<file path="src/rtl/piv_pkg.sv">
`timescale 1ns / 1ps
package piv_pkg;
	typedef enum logic [2:0] {
		KIND_NONE     = 3'd0,
		KIND_BOX      = 3'd1,
		KIND_PLANE    = 3'd2,
		KIND_SPHERE   = 3'd3,
		KIND_CYLINDER = 3'd4,
		KIND_CONE     = 3'd5
	} kind_t;

	typedef enum logic [2:0] {
		REG_KIND   = 3'd0,
		REG_ORIGIN = 3'd1,
		REG_AXIS   = 3'd2,
		REG_OUTER  = 3'd3,
		REG_INNER  = 3'd4,
		REG_INV    = 3'd5
	} reg_idx_t;

	localparam int INV_W     = 48;
	localparam int INV_FRAC  = 40;
	localparam int DIST_FRAC = 32;
	localparam int DQ_W      = 33;

	typedef struct packed {
		logic en_a;
		logic en_b;
	} sq_en_t;
endpackage

</file>
<file path="src/rtl/piv_wide_sq.sv">
`timescale 1ns / 1ps
module piv_wide_sq #(
	parameter int W = 54
) (
	input  logic             clk,
	input  piv_pkg::sq_en_t  en,
	input  logic [W-1:0]     a,
	output logic [2*W-1:0]   sq
);
	localparam int L  = W / 2;
	localparam int H  = W - L;
	localparam int W2 = 2 * W;

	logic [H-1:0]     ah;
	logic [L-1:0]     al;
	logic [2*H-1:0]   hh_s1;
	logic [H+L-1:0]   hl_s1;
	logic [2*L-1:0]   ll_s1;
	logic [W2-1:0]    sq_s2;

	assign ah = a[W-1:L];
	assign al = a[L-1:0];

	// square split into high, cross and low partial products
	always_ff @(posedge clk) begin
		if (en.en_a) begin
			hh_s1 <= ah * ah;
			hl_s1 <= ah * al;
			ll_s1 <= al * al;
		end
	end

	always_ff @(posedge clk) begin
		if (en.en_b) begin
			sq_s2 <= (W2'(hh_s1) << (2 * L)) + (W2'(hl_s1) << (L + 1)) + W2'(ll_s1);
		end
	end

	assign sq = sq_s2;
endmodule

</file>
<file path="config.mk">
export PLATFORM = sky130hd
export DESIGN_NAME = piv_wide_sq
export DESIGN_NICKNAME = d
export VERILOG_FILES = /design/src/rtl/piv_pkg.sv /design/src/rtl/piv_wide_sq.sv
export SDC_FILE = /design/constraint.sdc
export NUM_CORES = 2
export LEC_CHECK = 0
export BUFFER_PORTS_ARGS = -buffer_cell sky130_fd_sc_hd__buf_4
export CAP_MARGIN = 15
export CORE_ASPECT_RATIO = 1.4
export CORE_UTILIZATION = 62
export DETAILED_ROUTE_END_ITERATION = 8
export PLACE_DENSITY = 0.88
export REMOVE_ABC_BUFFERS = 1
export SYNTH_ARGS = -nofsm -noshare
export SYNTH_HDL_FRONTEND = slang
export SYNTH_SLANG_ARGS = --single-unit
</file>
<file path="constraint.sdc">
create_clock -name clk -period 10.8 [get_ports clk]
set_input_delay 1.62 -clock clk [delete_from_list [all_inputs] [get_ports clk]]
set_output_delay 1.62 -clock clk [all_outputs]
set_load 0.02 [all_outputs]
</file>
[After elaboration in Yosys (flattened, before gate mapping)]
Cells that the tools add are included.
Storage, ports and cells
  register bits: 270
  output and inout port bits: 108
  input bits: 57
  logic and storage cells: 9
Cells by class
  multiply operators: 3
  add/sub/neg operators: 2
Operators by type and width (number)
  $mul 27x27->54: 3
  $add 108x54->108: 1
  $add 108x82->108: 1

[Longest topological paths before layout]
  word-level depth: 2
  gate-level depth with buffers: 29
  gate-level depth less buffers: 26

[Worst setup path before layout]
No wires, ideal clock.
  path kind: input-to-reg
  start: in a[38]
  end: reg hl_s1[53], data pin
  required time: 10.542 ns
  data arrival time: 8.472 ns
  setup slack: 2.070 ns
  setup time: 0.258 ns
  path buffers: 3
  stages: 27
  path through: clkbuf_1 -> clkbuf_1 -> clkbuf_1 -> nand2_1 -> fa_1 -> inv_1 -> fa_1 -> inv_1 -> fa_1 -> inv_1 -> fa_1 -> fa_1 -> fa_1 -> inv_1 -> fa_1 -> inv_1 -> ha_1 -> and4_1 -> and3_1 -> a22o_1 -> a211oi_1 -> or3_1 -> o41a_2 -> o221ai_2 -> a221o_1 -> a221o_1 -> xnor2_1
On the way
  longest elaborated chain between the ends: 1
Ends and longest elaborated chain
  start: declaration: line piv_wide_sq.sv:7  | input logic [W-1:0] a,
  $mul 27x27->54: line piv_wide_sq.sv:28  | hl_s1 <= ah * al;
  end signal: assignment: line piv_wide_sq.sv:28
  end: declaration: line piv_wide_sq.sv:17  | logic [H+L-1:0] hl_s1;
Every way passes these cells.
A chain may end at the register's enable or synchronous reset.

[Worst setup path in the final report]
  start: in a[31]
  end: reg hl_s1[50], data pin
Same word-level chain as after synthesis.

==> out/results.tsv <==
stage	metric	value	unit
run_status	run_status	completed	
min_path	hold_crit_class	reg2reg	
drt	drtAntennaViolNets	0	
finish	layout_common_cells	inv_1 (2249), fa_1 (1729), nand2_1 (974)	
clock_tree	post_cts_resized	0	
setup_path	worstRegToRegCells	13	
sta	finalHoldViolCount	0	
grt	grt_pass1_wl	353.7	mm
sta	fin_skew	0.04182	ns
floorplan	row_count	152	
sta	tns	0	ns
synthesis	syn-instance-count	8169	
finish	filler_cells_inserted	9075	
setup_path	critical-path-slowest-cell	inv_1	
sta	setup-violations-final	0	
finish	post_route_cells_drive_above_1_share	3.850	%
clock_tree	worst_setup_hold_path_clk_slew	0.06	ns
setup_path	type_of_the_setup_path_with_the_least_slack	in2reg	
sta	period_minus_slack	9.629	ns
grt	antenna_violations_before_repair	10	
setup_path	crit_cells	26	
setup_path	crit_required	11.13	ns
drt	detail_route.wl_per_cell	23.31	microns
synthesis	post_synth_cell_types	83	
drt	dr.pass1.iters	9	
drt	met2_wirelength_from_detailed_routing	108.7	mm
synthesis	synth.cell_area	76450	sq um
clock_tree	max-clock-path-buffers	3	
clock_tree	cts.root.buffer_cell	clkbuf_16	
sta	peak_freq	0.1039	GHz
grt	maximum_number_of_pins_on_one_net_before_global_route_repair	75	
synthesis	synth.avg_cell_area	9.358	sq um
setup_path	worst_setup_path_start_kind	primary input	
sta	finalMaxSlewViolations	0	
placement	io_buffers	163	
placement	gp_routability_congestion	1.000	
floorplan	die_width	298.8	microns
drt	met3_length	23.64	mm
sta	grt_setup_unrepaired	no	
sta	max-slew-margin-rel	19.82	%
sta	worstMarginPinSlew	1.194	ns
drt	top_layer	met5	
setup_path	worst-path-max-fanout	43	
floorplan	die_h	417.5	microns
setup_path	cpLargestDelayFamily	adder cells	
setup_path	worst_ep_arrival_time	9.95	ns
drt	detail_route.drc_violations	0	
setup_path	critical_path_buf_inv_count	7	
finish	area_taken_by_multi_input_logic_gates	58510	sq um
min_path	min_delay_path_depth	0	
drt	drtIter0Drc	5151	
floorplan	initial_core_util	62.42	%
grt	grt_overflow_total	0	
synthesis	synth_ff_type	edfxtp_1	
clock_tree	cts_post_setup_buffers_inserted	0	
clock_tree	cts_inserted_buffers	34	
finish	layout-area-overhead-vs-synth	4.429	%
drt	via_count	57980	
floorplan	io-pin-count	165	
clock_tree	hold_buffers	0	
drt	detail_route.vias_per_cell	5.978	
grt	overall_track_demand_over_capacity_in_global_routing	37.43	%
drt	route.final.wire_length	226.0	mm
clock_tree	cts.sinks	267	
setup_path	cp_slowest_stage_delay	0.60	ns
setup_path	worst_setup_path_end_kind	flop	
finish	layout.cells.most_common	inv_1	
finish	fin_nets	10490	
setup_path	crit_path_frequent_cell	fa_1	
synthesis	yosys_register_bits	267	
grt	via_count_of_the_first_global_routing_pass	65610	
floorplan	placeableCoreArea	122500	sq um
finish	seq_area	8018	sq um
clock_tree	cts_tree	yes	
job	timing.max_cap.violations	0	
drt	drt-met1-wl	68.52	mm
floorplan	fp.dieArea	124700	sq um
synthesis	synth-edff-count	267	
clock_tree	insertion_delay	0.62	ns
sta	fin_crit_sh	89.16	%
placement	hpwlAfterDp	174.9	mm
clock_tree	htree_levels	2	
synthesis	async_flop_share	0	%
synthesis	ys_warn_count	0	
synthesis	synth_seq_area_share	10.49	%
-- synth_stat cells, drive strengths merged, types with 34 or more instances --
cell type,number,area [sq um]
inv,2251,8449
fa,1729,34610
nand2,974,3656
ha,652,8158
and2,488,3053
clkbuf,358,1345
edfxtp,267,8018
nor2,231,869.6
a21oi,214,1071
xnor2,154,1349
o21ai,136,684.4
a21o,122,915.9
xor2,98,858.3
nand4,60,375.4
nand3,52,260.3
and3,39,244.0
nor2b,34,212.7
-- registers in the layout (all words and copies together) (netlist names) --
name,count
sq,107
hh_s1,53
hl_s1,54
ll_s1,53
-- worst reg2reg max path, stage by stage, from the launching register on --
cell and delay, ns:
edfxtp_1 0.37, ha_1 0.35, inv_1 0.10, fa_1 0.44, nand2b_1 0.21, a21oi_1 0.43, o21ai_1 0.22, a211oi_2 0.38
a21oi_1 0.18, o41ai_2 0.54, a31oi_1 0.38, o31ai_4 0.65, nand3_1 0.22, xnor2_1 0.19
-- cells by family after synthesis --
family	after synthesis	synth area share (%)
AOI/OAI and AO/OA	666	5.560
xor gates and xnor gates	252	2.887
adders and majority gates	2381	55.95
buffers and inverters	2634	12.97
DFF	267	10.49
muxes	4	0.05565
other	1	0.004905
and+or+nand+nor	1964	12.08
-- per-layer routing --
layer  vias to the layer above  GRT usage [%]
met1                     28760          39.57
met3                      1506          8.651
li1                      23870              -
met5                         -              0
met2                      3837          62.44
met4                         8          33.47
-- through the flow --
stage                     hold WS [ns]  cells  setup slack, ns  area (sq um)  util (%)
final                           0.4169   9698            1.171         79830     65.18
after global routing            0.4250   9694           0.9606         79820     65.17
after CTS                       0.4180   9693            1.450         79810     65.16
after detailed placement        0.4045   9635           0.8642         78740     64.29
after global placement          0.4007   9635           0.9340         78740     64.29
after floorplan                 0.4003   7791            2.491         75000         -
-- area by class of cell --
cell class,instances,share of cell area (%)
clock buffer,41,1.099
inverter,2256,10.61
antenna,4,0.01254
tap,1617,2.534
timing repair buffer,228,2.171
sequential,267,10.04
clock inverter,17,0.2414
multi-input combinational,5268,73.29
-- worst paths after layout --
check                      start                  end  slack (ns)
max                        a[31]  hl_s1[50]$_DFFE_PP_        1.17
min          ll_s1[19]$_DFFE_PP_     sq[19]$_DFFE_PP_        0.42
max reg2reg  ll_s1[28]$_DFFE_PP_     sq[88]$_DFFE_PP_        5.88
min reg2reg  ll_s1[19]$_DFFE_PP_     sq[19]$_DFFE_PP_        0.42
Power is left out: the tool's default activity adds up to more than one toggle a clock period on the data nets, which glitch-free logic cannot reach.
